==> config.mk <==
export PLATFORM = sky130hd
export DESIGN_NAME = multilevel_fifo_queue_bank_top_flat
export DESIGN_NICKNAME = d
export VERILOG_FILES = /design/src/rtl/mqb_pkg.sv /design/src/rtl/mqb_req_if.sv /design/src/rtl/mqb_rsp_if.sv /design/src/rtl/mqb_reduce.sv /design/src/rtl/mqb_cell.sv /design/src/rtl/multilevel_fifo_queue_bank_top.sv /design/src/flat_wrapper.sv
export SDC_FILE = /design/constraint.sdc
export NUM_CORES = 2
export LEC_CHECK = 0
export BUFFER_PORTS_ARGS = -buffer_cell sky130_fd_sc_hd__buf_2
export CAP_MARGIN = 25
export CORE_ASPECT_RATIO = 1.4
export CORE_UTILIZATION = 55
export DETAILED_ROUTE_END_ITERATION = 8
export GPL_TIMING_DRIVEN = 0
export MAX_ROUTING_LAYER = met4
export PLACE_DENSITY_LB_ADDON = 0.08
export SETUP_SLACK_MARGIN = 0.02
export SKIP_LAST_GASP = 1
export SLEW_MARGIN = 25
export SYNTH_ARGS = -nofsm -noshare
export SYNTH_HDL_FRONTEND = slang
export SYNTH_SLANG_ARGS = --single-unit
==> constraint.sdc <==
create_clock -name clk -period 5.8 [get_ports clk]
set_input_delay 0.29 -clock clk [delete_from_list [all_inputs] [get_ports clk]]
set_output_delay 0.29 -clock clk [all_outputs]
set_load 0.1 [all_outputs]
==> src/rtl/mqb_pkg.sv <==
// Shared definitions for the multilevel queue bank: field widths, command and
// status codes, the sequencer state type and the control word of a slot cell.
// No dependencies; compile first.
package mqb_pkg;

  // Field widths of the request and response transfers
  localparam int CMD_W    = 1;
  localparam int SEL_W    = 16;
  localparam int ID_W     = 6;
  localparam int STATUS_W = 2;
  localparam int RQ_W     = 3;
  localparam int QC_W     = 7;

  // Default geometry
  localparam int DEF_NUM_QUEUES  = 5;
  localparam int DEF_QUEUE_DEPTH = 64;

  // Command codes
  localparam logic [CMD_W-1:0] CMD_INSERT = 1'b0;
  localparam logic [CMD_W-1:0] CMD_POP    = 1'b1;

  // Status codes
  localparam logic [STATUS_W-1:0] STATUS_OK    = 2'd0;
  localparam logic [STATUS_W-1:0] STATUS_FULL  = 2'd1;
  localparam logic [STATUS_W-1:0] STATUS_EMPTY = 2'd2;

  // Sequencer states
  typedef enum logic [1:0] {
    ST_IDLE,
    ST_REDUCE,
    ST_EXEC
  } mqb_state_t;

  // Per-cell control: load the inserted id, or take the neighbour's entry
  typedef struct packed {
    logic load;
    logic shift;
  } mqb_cell_ctrl_t;

endpackage

==> src/rtl/mqb_req_if.sv <==
// Request channel of the queue bank: valid/ready plus command, queue number
// and process id. Depends on mqb_pkg for the field widths.
interface mqb_req_if;
  logic                              valid;
  logic                              ready;
  logic [mqb_pkg::CMD_W-1:0]         cmd;
  logic signed [mqb_pkg::SEL_W-1:0]  queue_sel;
  logic [mqb_pkg::ID_W-1:0]          proc_id;

  modport source (output valid, output cmd, output queue_sel, output proc_id, input ready);
  modport sink   (input valid, input cmd, input queue_sel, input proc_id, output ready);
endinterface

==> src/rtl/mqb_rsp_if.sv <==
// Response channel of the queue bank: valid/ready plus status, popped id,
// resolved queue and resulting count. Depends on mqb_pkg for the field widths.
interface mqb_rsp_if;
  logic                           valid;
  logic                           ready;
  logic [mqb_pkg::STATUS_W-1:0]   status;
  logic [mqb_pkg::ID_W-1:0]       popped_id;
  logic [mqb_pkg::RQ_W-1:0]       resolved_queue;
  logic [mqb_pkg::QC_W-1:0]       queue_count;

  modport source (output valid, output status, output popped_id,
                  output resolved_queue, output queue_count, input ready);
  modport sink   (input valid, input status, input popped_id,
                  input resolved_queue, input queue_count, output ready);
endinterface

==> src/rtl/mqb_reduce.sv <==
// Registered reduction of a signed 16-bit queue number to 0..NUM_QUEUES-1.
// Reciprocal multiply on start, correction and sign offset on finish.
// Depends on mqb_pkg.
module mqb_reduce #(
  parameter int NUM_QUEUES = mqb_pkg::DEF_NUM_QUEUES,
  localparam int QW = (NUM_QUEUES > 1) ? $clog2(NUM_QUEUES) : 1
) (
  input  logic                             clk,
  input  logic                             start,
  input  logic                             finish,
  input  logic signed [mqb_pkg::SEL_W-1:0] sel,
  output logic [QW-1:0]                    qidx
);
  import mqb_pkg::*;

  localparam int RECIP_SHIFT = 24;
  localparam int RECIP_W     = RECIP_SHIFT + 1;
  localparam int PROD_W      = SEL_W + RECIP_W;
  localparam int RW          = QW + 1;
  localparam logic [RECIP_W-1:0] RECIP = RECIP_W'((2 ** RECIP_SHIFT) / NUM_QUEUES);
  // Offset of the sign bias: 32768 mod NUM_QUEUES
  localparam logic [RW-1:0] BIAS_MOD = RW'((2 ** (SEL_W - 1)) % NUM_QUEUES);
  localparam logic [RW-1:0] NQ       = RW'(NUM_QUEUES);

  logic [SEL_W-1:0]  biased;
  logic [PROD_W-1:0] prod;
  logic [SEL_W-1:0]  quot_est;
  logic [SEL_W-1:0]  sel_u;
  logic [SEL_W-1:0]  back;
  logic [SEL_W-1:0]  diff;
  logic [RW-1:0]     rem_raw;
  logic [RW-1:0]     rem_u;
  logic [RW-1:0]     rem_s;

  // Bias to unsigned: value + 32768
  assign biased = {~sel[SEL_W-1], sel[SEL_W-2:0]};
  assign prod   = PROD_W'(biased) * PROD_W'(RECIP);

  // Quotient estimate is exact or one short
  always_ff @(posedge clk) begin
    if (start) begin
      sel_u    <= biased;
      quot_est <= prod[RECIP_SHIFT +: SEL_W];
    end
  end

  // Remainder below twice the queue count: one correction
  always_comb begin
    back    = SEL_W'(quot_est * SEL_W'(NUM_QUEUES));
    diff    = sel_u - back;
    rem_raw = diff[RW-1:0];
    rem_u   = (rem_raw >= NQ) ? rem_raw - NQ : rem_raw;
    rem_s   = (rem_u >= BIAS_MOD) ? rem_u - BIAS_MOD : rem_u + NQ - BIAS_MOD;
  end

  always_ff @(posedge clk) begin
    if (finish) begin
      qidx <= rem_s[QW-1:0];
    end
  end

endmodule

==> src/rtl/mqb_cell.sv <==
// One slot position of the queue bank, holding that position for every queue.
// Loads an inserted id or takes its neighbour's entry on a pop. Depends on mqb_pkg.
module mqb_cell #(
  parameter int NUM_QUEUES = mqb_pkg::DEF_NUM_QUEUES,
  localparam int QW = (NUM_QUEUES > 1) ? $clog2(NUM_QUEUES) : 1
) (
  input  logic                        clk,
  input  mqb_pkg::mqb_cell_ctrl_t     ctrl,
  input  logic [QW-1:0]               qsel,
  input  logic [mqb_pkg::ID_W-1:0]    ins_data,
  input  logic [mqb_pkg::ID_W-1:0]    shift_in,
  output logic [mqb_pkg::ID_W-1:0]    sel_out
);
  import mqb_pkg::*;

  logic [ID_W-1:0] slot [NUM_QUEUES];

  // Entry update for the selected queue only
  always_ff @(posedge clk) begin
    if (ctrl.load) begin
      slot[qsel] <= ins_data;
    end else if (ctrl.shift) begin
      slot[qsel] <= shift_in;
    end
  end

  // Selected queue's entry, towards the head-side neighbour
  assign sel_out = slot[qsel];

endmodule

==> src/rtl/multilevel_fifo_queue_bank_top.sv <==
// Top level of the multilevel queue bank: sequencer, entry counts, slot-cell
// chain and response register. Depends on mqb_pkg, mqb_req_if, mqb_rsp_if,
// mqb_reduce and mqb_cell.
//
// Usage
//   req: insert (cmd 0) or pop (cmd 1) against a signed queue number, which
//        is reduced to 0..NUM_QUEUES-1. One transfer when valid and ready.
//   rsp: one response per request: status, popped id, resolved queue and
//        the queue's count after the operation.
// Timing
//   Each request passes through the sequencer states: the accepting edge starts a
//   reciprocal multiply, the reduce step finishes the modulo reduction, and the
//   execute step applies the operation to the count and the cell chain and
//   registers the response. The response is valid once the execute step has
//   registered it; a new request is taken only when the sequencer is back in
//   idle, after the previous one has left the execute step.
// Reset
//   Synchronous rst empties all queues (counts cleared); slot contents are
//   left as they are, nothing reads them before they are written.
// Stall
//   A held response does not block acceptance or reduction of the next
//   request; that request waits in the execute step until rsp is taken.
module multilevel_fifo_queue_bank_top #(
  parameter int NUM_QUEUES  = mqb_pkg::DEF_NUM_QUEUES,
  parameter int QUEUE_DEPTH = mqb_pkg::DEF_QUEUE_DEPTH
) (
  input logic        clk,
  input logic        rst,
  mqb_req_if.sink    req,
  mqb_rsp_if.source  rsp
);
  import mqb_pkg::*;

  localparam int QW      = (NUM_QUEUES > 1) ? $clog2(NUM_QUEUES) : 1;
  localparam int COUNT_W = $clog2(QUEUE_DEPTH + 1);

  mqb_state_t       state, state_next;
  logic             req_xfer;
  logic             reduce_finish;
  logic             exec_go;

  logic [CMD_W-1:0] cmd_r;
  logic [ID_W-1:0]  id_r;
  logic [QW-1:0]    qidx;

  logic [COUNT_W-1:0] count [NUM_QUEUES];
  logic [COUNT_W-1:0] cnt;
  logic [COUNT_W-1:0] cnt_next;
  logic               is_pop;
  logic               pop_ok;
  logic               ins_ok;
  logic [STATUS_W-1:0] status_next;

  mqb_cell_ctrl_t   cell_ctrl [QUEUE_DEPTH];
  logic [ID_W-1:0]  cell_out  [QUEUE_DEPTH];

  logic                out_valid, out_valid_next;
  logic [STATUS_W-1:0] out_status;
  logic [ID_W-1:0]     out_popped;
  logic [RQ_W-1:0]     out_queue;
  logic [QC_W-1:0]     out_count;

  // Sequencer: next state
  always_comb begin
    state_next = state;
    case (state)
      ST_IDLE:   if (req.valid) state_next = ST_REDUCE;
      ST_REDUCE: state_next = ST_EXEC;
      ST_EXEC:   if (exec_go) state_next = ST_IDLE;
      default:   state_next = ST_IDLE;
    endcase
  end

  // Sequencer: outputs
  always_comb begin
    req.ready     = 1'b0;
    reduce_finish = 1'b0;
    exec_go       = 1'b0;
    case (state)
      ST_IDLE:   req.ready = 1'b1;
      ST_REDUCE: reduce_finish = 1'b1;
      ST_EXEC:   exec_go = !out_valid || rsp.ready;
      default:   req.ready = 1'b0;
    endcase
  end

  assign req_xfer = req.valid && req.ready;

  always_ff @(posedge clk) begin
    if (rst) begin
      state <= ST_IDLE;
    end else begin
      state <= state_next;
    end
  end

  // Request fields held for the execute step
  always_ff @(posedge clk) begin
    if (req_xfer) begin
      cmd_r <= req.cmd;
      id_r  <= req.proc_id;
    end
  end

  mqb_reduce #(.NUM_QUEUES(NUM_QUEUES)) u_reduce (
    .clk    (clk),
    .start  (req_xfer),
    .finish (reduce_finish),
    .sel    (req.queue_sel),
    .qidx   (qidx)
  );

  // Operation decode against the selected queue's count
  always_comb begin
    cnt    = count[qidx];
    is_pop = (cmd_r == CMD_POP);
    pop_ok = is_pop && (cnt != '0);
    ins_ok = !is_pop && (cnt != COUNT_W'(QUEUE_DEPTH));
    if (pop_ok) begin
      cnt_next = cnt - COUNT_W'(1);
    end else if (ins_ok) begin
      cnt_next = cnt + COUNT_W'(1);
    end else begin
      cnt_next = cnt;
    end
    if (is_pop) begin
      status_next = pop_ok ? STATUS_OK : STATUS_EMPTY;
    end else begin
      status_next = ins_ok ? STATUS_OK : STATUS_FULL;
    end
  end

  // Entry counts
  always_ff @(posedge clk) begin
    if (rst) begin
      for (int q = 0; q < NUM_QUEUES; q++) begin
        count[q] <= '0;
      end
    end else if (exec_go) begin
      count[qidx] <= cnt_next;
    end
  end

  // Slot cell chain: cell 0 is the head, each cell but the last takes from the next one
  for (genvar i = 0; i < QUEUE_DEPTH; i++) begin : g_cell
    logic [ID_W-1:0] nbr;

    assign cell_ctrl[i].load  = exec_go && ins_ok && (cnt == COUNT_W'(i));
    assign cell_ctrl[i].shift = exec_go && pop_ok;

    if (i == QUEUE_DEPTH - 1) begin : g_last
      assign nbr = cell_out[i];
    end else begin : g_mid
      assign nbr = cell_out[i + 1];
    end

    mqb_cell #(.NUM_QUEUES(NUM_QUEUES)) u_cell (
      .clk      (clk),
      .ctrl     (cell_ctrl[i]),
      .qsel     (qidx),
      .ins_data (id_r),
      .shift_in (nbr),
      .sel_out  (cell_out[i])
    );
  end

  // Response register
  always_comb begin
    if (exec_go) begin
      out_valid_next = 1'b1;
    end else if (rsp.ready) begin
      out_valid_next = 1'b0;
    end else begin
      out_valid_next = out_valid;
    end
  end

  always_ff @(posedge clk) begin
    if (rst) begin
      out_valid <= 1'b0;
    end else begin
      out_valid <= out_valid_next;
    end
  end

  always_ff @(posedge clk) begin
    if (exec_go) begin
      out_status <= status_next;
      out_popped <= pop_ok ? cell_out[0] : '0;
      out_queue  <= RQ_W'(qidx);
      out_count  <= QC_W'(cnt_next);
    end
  end

  assign rsp.valid          = out_valid;
  assign rsp.status         = out_status;
  assign rsp.popped_id      = out_popped;
  assign rsp.resolved_queue = out_queue;
  assign rsp.queue_count    = out_count;

`ifndef NO_ASSERTIONS
  // An accepted request always moves on to the reduction step
  a_req_to_reduce: assert property (@(posedge clk) disable iff (rst)
    req_xfer |=> state == ST_REDUCE)
    else $error("request transfer did not start reduction");

  // No request is taken while one is in flight
  a_one_in_flight: assert property (@(posedge clk) disable iff (rst)
    (state != ST_IDLE) |-> !req.ready)
    else $error("request ready while busy");

  // The selected count never exceeds the queue depth (queue index valid in execute)
  a_count_bound: assert property (@(posedge clk) disable iff (rst)
    (state == ST_EXEC) |-> cnt <= COUNT_W'(QUEUE_DEPTH))
    else $error("queue count above depth");

  // A rejected operation leaves the count untouched
  a_reject_stable: assert property (@(posedge clk) disable iff (rst)
    exec_go && !pop_ok && !ins_ok |=> cnt == $past(cnt))
    else $error("count changed on full or empty status");

  // A successful insert grows the selected queue by one
  a_insert_grow: assert property (@(posedge clk) disable iff (rst)
    exec_go && ins_ok |=> cnt == $past(cnt) + COUNT_W'(1))
    else $error("count not incremented on insert");
`endif

endmodule
==> src/flat_wrapper.sv <==
// flat-port wrapper written by rule: the top's interface ports become plain ports
module multilevel_fifo_queue_bank_top_flat import mqb_pkg::*;
#(
  parameter int NUM_QUEUES  = mqb_pkg::DEF_NUM_QUEUES,
  parameter int QUEUE_DEPTH = mqb_pkg::DEF_QUEUE_DEPTH
)
  (clk, rst, req_valid, req_cmd, req_queue_sel, req_proc_id, req_ready, rsp_valid, rsp_status, rsp_popped_id, rsp_resolved_queue, rsp_queue_count, rsp_ready);
  mqb_req_if req_i ();
  mqb_rsp_if rsp_i ();
  input logic clk;
  input logic rst;
  input wire logic [$bits(req_i.valid)-1:0] req_valid;
  input wire logic [$bits(req_i.cmd)-1:0] req_cmd;
  input wire logic [$bits(req_i.queue_sel)-1:0] req_queue_sel;
  input wire logic [$bits(req_i.proc_id)-1:0] req_proc_id;
  output wire logic [$bits(req_i.ready)-1:0] req_ready;
  output wire logic [$bits(rsp_i.valid)-1:0] rsp_valid;
  output wire logic [$bits(rsp_i.status)-1:0] rsp_status;
  output wire logic [$bits(rsp_i.popped_id)-1:0] rsp_popped_id;
  output wire logic [$bits(rsp_i.resolved_queue)-1:0] rsp_resolved_queue;
  output wire logic [$bits(rsp_i.queue_count)-1:0] rsp_queue_count;
  input wire logic [$bits(rsp_i.ready)-1:0] rsp_ready;
  assign req_i.valid = req_valid;
  assign req_i.cmd = req_cmd;
  assign req_i.queue_sel = req_queue_sel;
  assign req_i.proc_id = req_proc_id;
  assign req_ready = req_i.ready;
  assign rsp_valid = rsp_i.valid;
  assign rsp_status = rsp_i.status;
  assign rsp_popped_id = rsp_i.popped_id;
  assign rsp_resolved_queue = rsp_i.resolved_queue;
  assign rsp_queue_count = rsp_i.queue_count;
  assign rsp_i.ready = rsp_ready;
  multilevel_fifo_queue_bank_top #(.NUM_QUEUES(NUM_QUEUES), .QUEUE_DEPTH(QUEUE_DEPTH)) u_core (.clk(clk), .rst(rst), .req(req_i), .rsp(rsp_i));
endmodule
Yosys cells after proc, flatten, opt, wreduce, memory -nomap -nowiden
Memory sizes are Yosys's and may differ from the RTL's. A register that Yosys moved wholly into a read port is not among the register bits.
Cells that the tools add are included.
Widths: inputs -> output; s select.
{ "op_classes": {"magnitude_cmp": 2, "mux": 408, "n_bitwise": 65, "n_addsub": 7, "n_eq_ne": 68, "n_reduce_logical": 79, "mul": 2} }
{ "ops": {"columns": ["operator", "n"], "rows": [
  ["$mux 6", 64],
  ["$mux 1", 269],
  ["$eq 7x6->1 const B", 32],
  ["$mux 3", 66],
  ["$eq 7x5->1 const B", 16],
  ["$logic_and 1x1->1", 69],
  ["$or 1x1->1", 64],
  ["$eq 7x4->1 const B", 8],
  ["$mul 16x22->38 const B", 1],
  ["$eq 7x3->1 const B", 4],
  ["$mux 7", 3],
  ["$eq 7x2->1 const B", 2],
  ["$mul 14x3->4 const B", 1],
  ["$mux 2", 4],
  ["$add 7x1->7 const B", 1],
  ["$eq 7x1->1 const B", 1],
  ["$logic_not 7->1", 1],
  ["$ne 7x7->1 const B", 1],
  ["$reduce_bool 7->1", 1],
  ["$reduce_or 7->1", 1],
  ["$sub 7x1->7 const B", 1],
  ["$pmux 2 s3", 1],
  ["$sub 3x2->3 const B", 2],
  ["$ge 4x2->1 const B", 1],
  ["other kinds (15)", 17]
]} }
{ "totals": {"regBits": 43, "out_inout_bits": 20, "inputBits": 27, "n_memories": 65, "mem_bits_rw": 1955} }
{ "memory_table": {"columns": ["name", "depth", "word_bits", "read_ports", "rd_clocked_by_memory_dff", "write_ports", "line", "source"], "rows": [
  ["u_core.count", 5, 7, 1, 1, 5, "multilevel_fifo_queue_bank_top.sv:46", "logic [COUNT_W-1:0] count [NUM_QUEUES];"],
  ["u_core.g_cell[0].u_cell.slot", 5, 6, 1, 1, 1, "mqb_cell.sv:16", "logic [ID_W-1:0] slot [NUM_QUEUES];"],
  ["u_core.g_cell[10].u_cell.slot", 5, 6, 1, 1, 1, "mqb_cell.sv:16", null],
  ["u_core.g_cell[11].u_cell.slot", 5, 6, 1, 1, 1, "mqb_cell.sv:16", null],
  ["u_core.g_cell[12].u_cell.slot", 5, 6, 1, 1, 1, "mqb_cell.sv:16", null],
  ["u_core.g_cell[13].u_cell.slot", 5, 6, 1, 1, 1, "mqb_cell.sv:16", null],
  ["59 more memories", null, null, null, null, null, null, null]
]} }

Depth between registers and ports, before layout
{ "depth": {"ltp_word": 8, "ltp_mapped": 20, "depth_no_buf": 20} }

Modules after synthesis
From an unflattened synthesis, not the netlist that was laid out.
{ "hier_totals": {"cells_unflattened": 5935, "hier_area_um2": 90289.1} }
{ "by_module_without_submodules": {"columns": ["module", "seq_area_each_um2", "area_each_um2", "instances", "cells_each"], "rows": [
  ["mqb_cell", 900.9, 1286.2, 64, 81],
  ["multilevel_fifo_queue_bank_top", 2492.4, 4478.0, 1, 399],
  ["mqb_reduce", 330.3, 3492.1, 1, 352]
]} }

Worst setup path before layout
OpenSTA, ideal clock, no wires.
{ "synth_path": {"path_kind": "input-to-reg", "startpoint": "input port req_queue_sel[1]", "endpoint": "register u_core.u_reduce.quot_est[3] (data pin)", "path_buffers": 0, "required_ns": 5.522, "setup_time_ns": 0.278, "arrival_time_ns": 4.791, "path_slack_ns": 0.732, "stages": 18, "path_cell_list": "ha_1 inv_1 fa_1 inv_1 fa_1 fa_1 inv_1 fa_1 fa_1 inv_1 ha_1 a2111oi_0 o21ai_0 a31oi_1 o21ai_0 o21ai_0 mux2i_1 o311ai_0"} }
{ "synth_between": {"elab_chain_cells": 1} }
{ "synth_lines": {"columns": ["item", "line", "source"], "rows": [
  ["start: declaration", "flat_wrapper.sv:14", "input wire logic [$bits(req_i.queue_sel)-1:0] req_queue_sel;"],
  ["$mul 16x22->38", "mqb_reduce.sv:37", "assign prod = PROD_W'(biased) * PROD_W'(RECIP);"],
  ["named net u_core.u_reduce.prod[27]", "mqb_reduce.sv:26", "logic [PROD_W-1:0] prod;"],
  ["end signal: assignment", "mqb_reduce.sv:43", "quot_est <= prod[RECIP_SHIFT +: SEL_W];"],
  ["end: declaration", "mqb_reduce.sv:27", "logic [SEL_W-1:0] quot_est;"]
]} }
The timed path passes the listed nets, and every way through them passes these cells.
A chain may end at the register's enable or synchronous reset.

==> flow_summary.json <==
{
  "cts_sinks": 2018,
  "drc": 0,
  "fin_util_pct": 61.1,
  "grt_setup_unrepaired": "true",
  "fp.dieH_microns": 461,
  "synth_area_leaders": "edfxtp_1 73%, mux4_2 11%, mux2i_1 4.8%",
  "critPathMaxFanout": 10,
  "cts_root_buf": "clkbuf_16",
  "finalClockSkew_ns": 0.0330,
  "vias": 41341,
  "crit_required_ns": 6.29,
  "first_global_vias": 43251,
  "htreeDepth": 4,
  "gp_congestion": 0.858,
  "finalWirelength_mm": 194,
  "cap_viol_max_count": 0,
  "synth_commonest_cells": "2012 x edfxtp_1, 421 x a21oi_1, 400 x nor2_1, 394 x mux2i_1, 392 x mux4_2",
  "drtAntennaViolNets": 0,
  "pwr-share-comb_pct": 31.8,
  "placed_cells": 6427,
  "power_frac_clock_pct": 27.7,
  "async_flop_share_pct": 0,
  "busiest_layer": "met2",
  "setup_ws_ns": 0.119,
  "grt.met2_usage_pct": 47.7,
  "synth-main-ff-cell": "edfxtp_1",
  "clk_pin_slew_worst_paths_ns": 0.06,
  "setup_viol": 0,
  "clk_path_buf_depth": 3,
  "intPower_uw": 28100,
  "p_per_area_nw_per_um2": 452,
  "synthMuxAreaShare_pct": 15.5,
  "synth_cells": 4423,
  "netlist_area_sq_um": 82900,
  "grt_max_degree": 26,
  "layout-drive-gt1-share_pct": 18.5,
  "vdd_drop_max_v": 0.00107,
  "synth-adder-area-share_pct": 2.56,
  "numPortBuffers": 46,
  "switching_share_pct": 32.0,
  "drv_slew": 0,
  "fmax_mhz": 176,
  "fin_cells": 6776,
  "seqPwrFrac_pct": 40.5,
  "synth_compound_area_share_pct": 3.58,
  "track_usage_pct": 26.9,
  "maxSlewHeadroom_pct": 26.7,
  "wl_per_cell_microns": 28.6,
  "clk_latency_ns": 0.83,
  "hold_path.class": "in -> reg",
  "core_sq_um": 150000,
  "whs_ns": 0.180,
  "p_sw_uw": 13200,
  "rows": 168,
  "synthesis.nets": 4589,
  "synth_top_family_by_area": "multiplexers",
  "synth.distinct_cells": 62,
  "status": "complete, no violations",
  "worst_pin_slew_ns": 1.10,
  "ys_seq_elements": 2018,
  "synthSimpleGateAreaFrac_pct": 2.63,
  "startpoint_type": "register",
  "synth_edf_count": 2012,
  "grt_use_met1_pct": 31.8,
  "drtIter0Drc": 3407,
  "total_leakage_power_uw": 0.0302,
  "start_util_pct": 55.4,
  "grt-ovfl-total": 0,
  "yosysMostFrequentCell": "edfxtp_1",
  "cp.arrival_ns": 6.17,
  "nets": 4837,
  "use_met3_pct": 3.23,
  "fin_crit_ns": 5.68,
  "finalCritPeriodShare_pct": 98.0,
  "die_w_microns": 330,
  "hold_violations": 0,
  "via_per_inst": 6.10,
  "syn-mean-instance-area_sq_um": 18.7,
  "yosysSeqAreaShare_pct": 73.1,
  "io-pin-count": 47,
  "cts_setup_buffers": 0,
  "endpoint_kind": "register",
  "cts_made_buffers": 183,
  "syn2layout_area_growth_pct": 10.3,
  "synth_top_area_share_pct": 72.9,
  "yosys_warnings": 0,
  "post-place-ws_ns": 0.0504,
  "die_area_sq_um": 152000,
  "cts_tree": "built",
  "worstSetupPathType": "reg -> reg",
  "grt_pass1_wl_mm": 285,
  "synth_xor_area_share_pct": 0.329,
  "place_hpwl_mm": 135,
  "first_pass_iters": 5,
  "antenna_found_initial": 2,
  "p_total_uw": 41300,
  "synth_top_cell_by_area": "edfxtp_1"
}
## cell usage in the layout (no fill, tap or decap), types with 5 or more instances in the layout
master / netlist / routed
edfxtp_1: 2012 / 2012
a21oi_1: 421 / 420
nor2_1: 400 / 399
mux2i_1: 394 / 394
mux4_2: 392 / 392
clkbuf_16: 0 / 183
clkbuf_1: 133 / 147
inv_1: 134 / 134
ha_1: 88 / 88
buf_2: 36 / 85
fa_1: 51 / 51
buf_6: 47 / 50
a21oi_2: 48 / 49
clkinv_1: 0 / 46
clkinv_2: 0 / 36
buf_1: 37 / 31
nand2_1: 30 / 30
clkbuf_2: 0 / 30
xnor2_1: 21 / 21
o21ai_0: 16 / 16
nand2b_1: 14 / 14
and2_1: 14 / 14
dlygate4sd3_1: 0 / 14
nand3_1: 10 / 10
a21o_1: 9 / 9
buf_4: 9 / 9
nor3_1: 9 / 8
a221oi_1: 8 / 8
nor2_4: 1 / 7
bufinv_16: 0 / 7
mux2_2: 6 / 6
or3_1: 6 / 6
dfxtp_1: 6 / 6
inv_6: 0 / 6
nor2b_1: 5 / 5
xor2_1: 5 / 5
clkinv_8: 0 / 5
## power by group through the flow
stage	Sequential (uW)	Combinational, uW	Clock, uW
2_1_floorplan	17000	9260	0
3_3_place_gp	17000	13000	0
3_5_place_dp	17000	13200	0
4_1_cts	16700	13300	11600
5_1_grt	16700	14200	12100
6_report	16700	13100	11400
## sequential cells by signal, summed over array words and instances, names as in the netlist, 3 cells and up, named ones only
register and flops:
u_core.u_reduce.qidx 3, u_core.rsp.queue_count 7, u_core.rsp.popped_id 6, u_core.count 56
u_core.u_reduce.quot_est 4, u_core.rsp.resolved_queue 3, u_core.u_reduce.sel_u 4, u_core.g_cell.u_cell.slot 1920
u_core.id_r 6
## cells by family (layout without fill, tap and decap cells)
family | Yosys count | in the layout
AO/OA/AOI/OAI | 528 | 528
AND/OR/NAND/NOR | 519 | 519
XOR/XNOR | 28 | 28
multiplexers | 793 | 793
buffers and inverters | 398 | 794
other | 0 | 2
adder cells (fa/ha/maj) | 139 | 139
flip-flops | 2018 | 2018
## through the flow
| stage | TNS [ns] | instance area, sq um |
|---|---|---|
| after detailed placement | 0 | 85700 |
| after global routing | -1.21 | 91400 |
| after global placement | -0.294 | 85500 |
| after CTS | 0 | 91400 |
| after floorplan | 0 | 82900 |
| final | 0 | 91400 |
## final timing paths
kind,start,to,slack (ns),depth (start not counted)
setup reg to reg,register,u_core.g_cell[6].u_cell.slot[2][0]$_DFFE_PP_,0.12,12
setup / recovery,register,u_core.g_cell[6].u_cell.slot[2][0]$_DFFE_PP_,0.12,12
hold reg to reg,u_core.u_reduce.qidx[1]$_DFFE_PN_,u_core.rsp.resolved_queue[1]$_DFFE_PP_,0.51,0
hold / removal,req_proc_id[4],u_core.id_r[4]$_DFFE_PP_,0.18,2
## metal layers
metal / wire, microns / vias up / share of wire, %
met2: 107000 / 1220 / 55
met5: 0 / - / 0
met4: 6070 / 0 / 3.1
met1: 71900 / 21769 / 37
met3: 9440 / 352 / 4.9
li1: - / 18000 / -
## cell type report
| type | count | area [sq um] |
|---|---|---|
| inverter | 136 | 510 |
| tap | 1955 | 2450 |
| sequential | 2018 | 60500 |
| multi-input combinational | 2007 | 20500 |
| fill | 10869 | 58300 |
| clock buffer | 225 | 4740 |
| antenna | 2 | 5.00 |
| timing repair buffer | 64 | 424 |
| buffer | 261 | 1450 |
| clock inverter | 108 | 826 |
## timing repair
action                                  in CTS  in global routing
endpoints found under the hold margin       14                  0
hold buffers                                14                  0
resized for setup                            0                  4
endpoints found under the setup margin       0                176
## worst max-delay path, stage by stage (launching register included)
cell,delay [ns]
dfxtp_1,0.32
buf_6,0.13
buf_6,0.19
buf_2,0.40
mux4_2,0.55
mux2i_1,0.54
ha_1,0.75
inv_1,0.13
a2111oi_0,0.62
a21oi_1,0.36
clkbuf_1,0.33
a21oi_1,0.66
nor2_1,0.36
(Power assumes the default switching activity.)
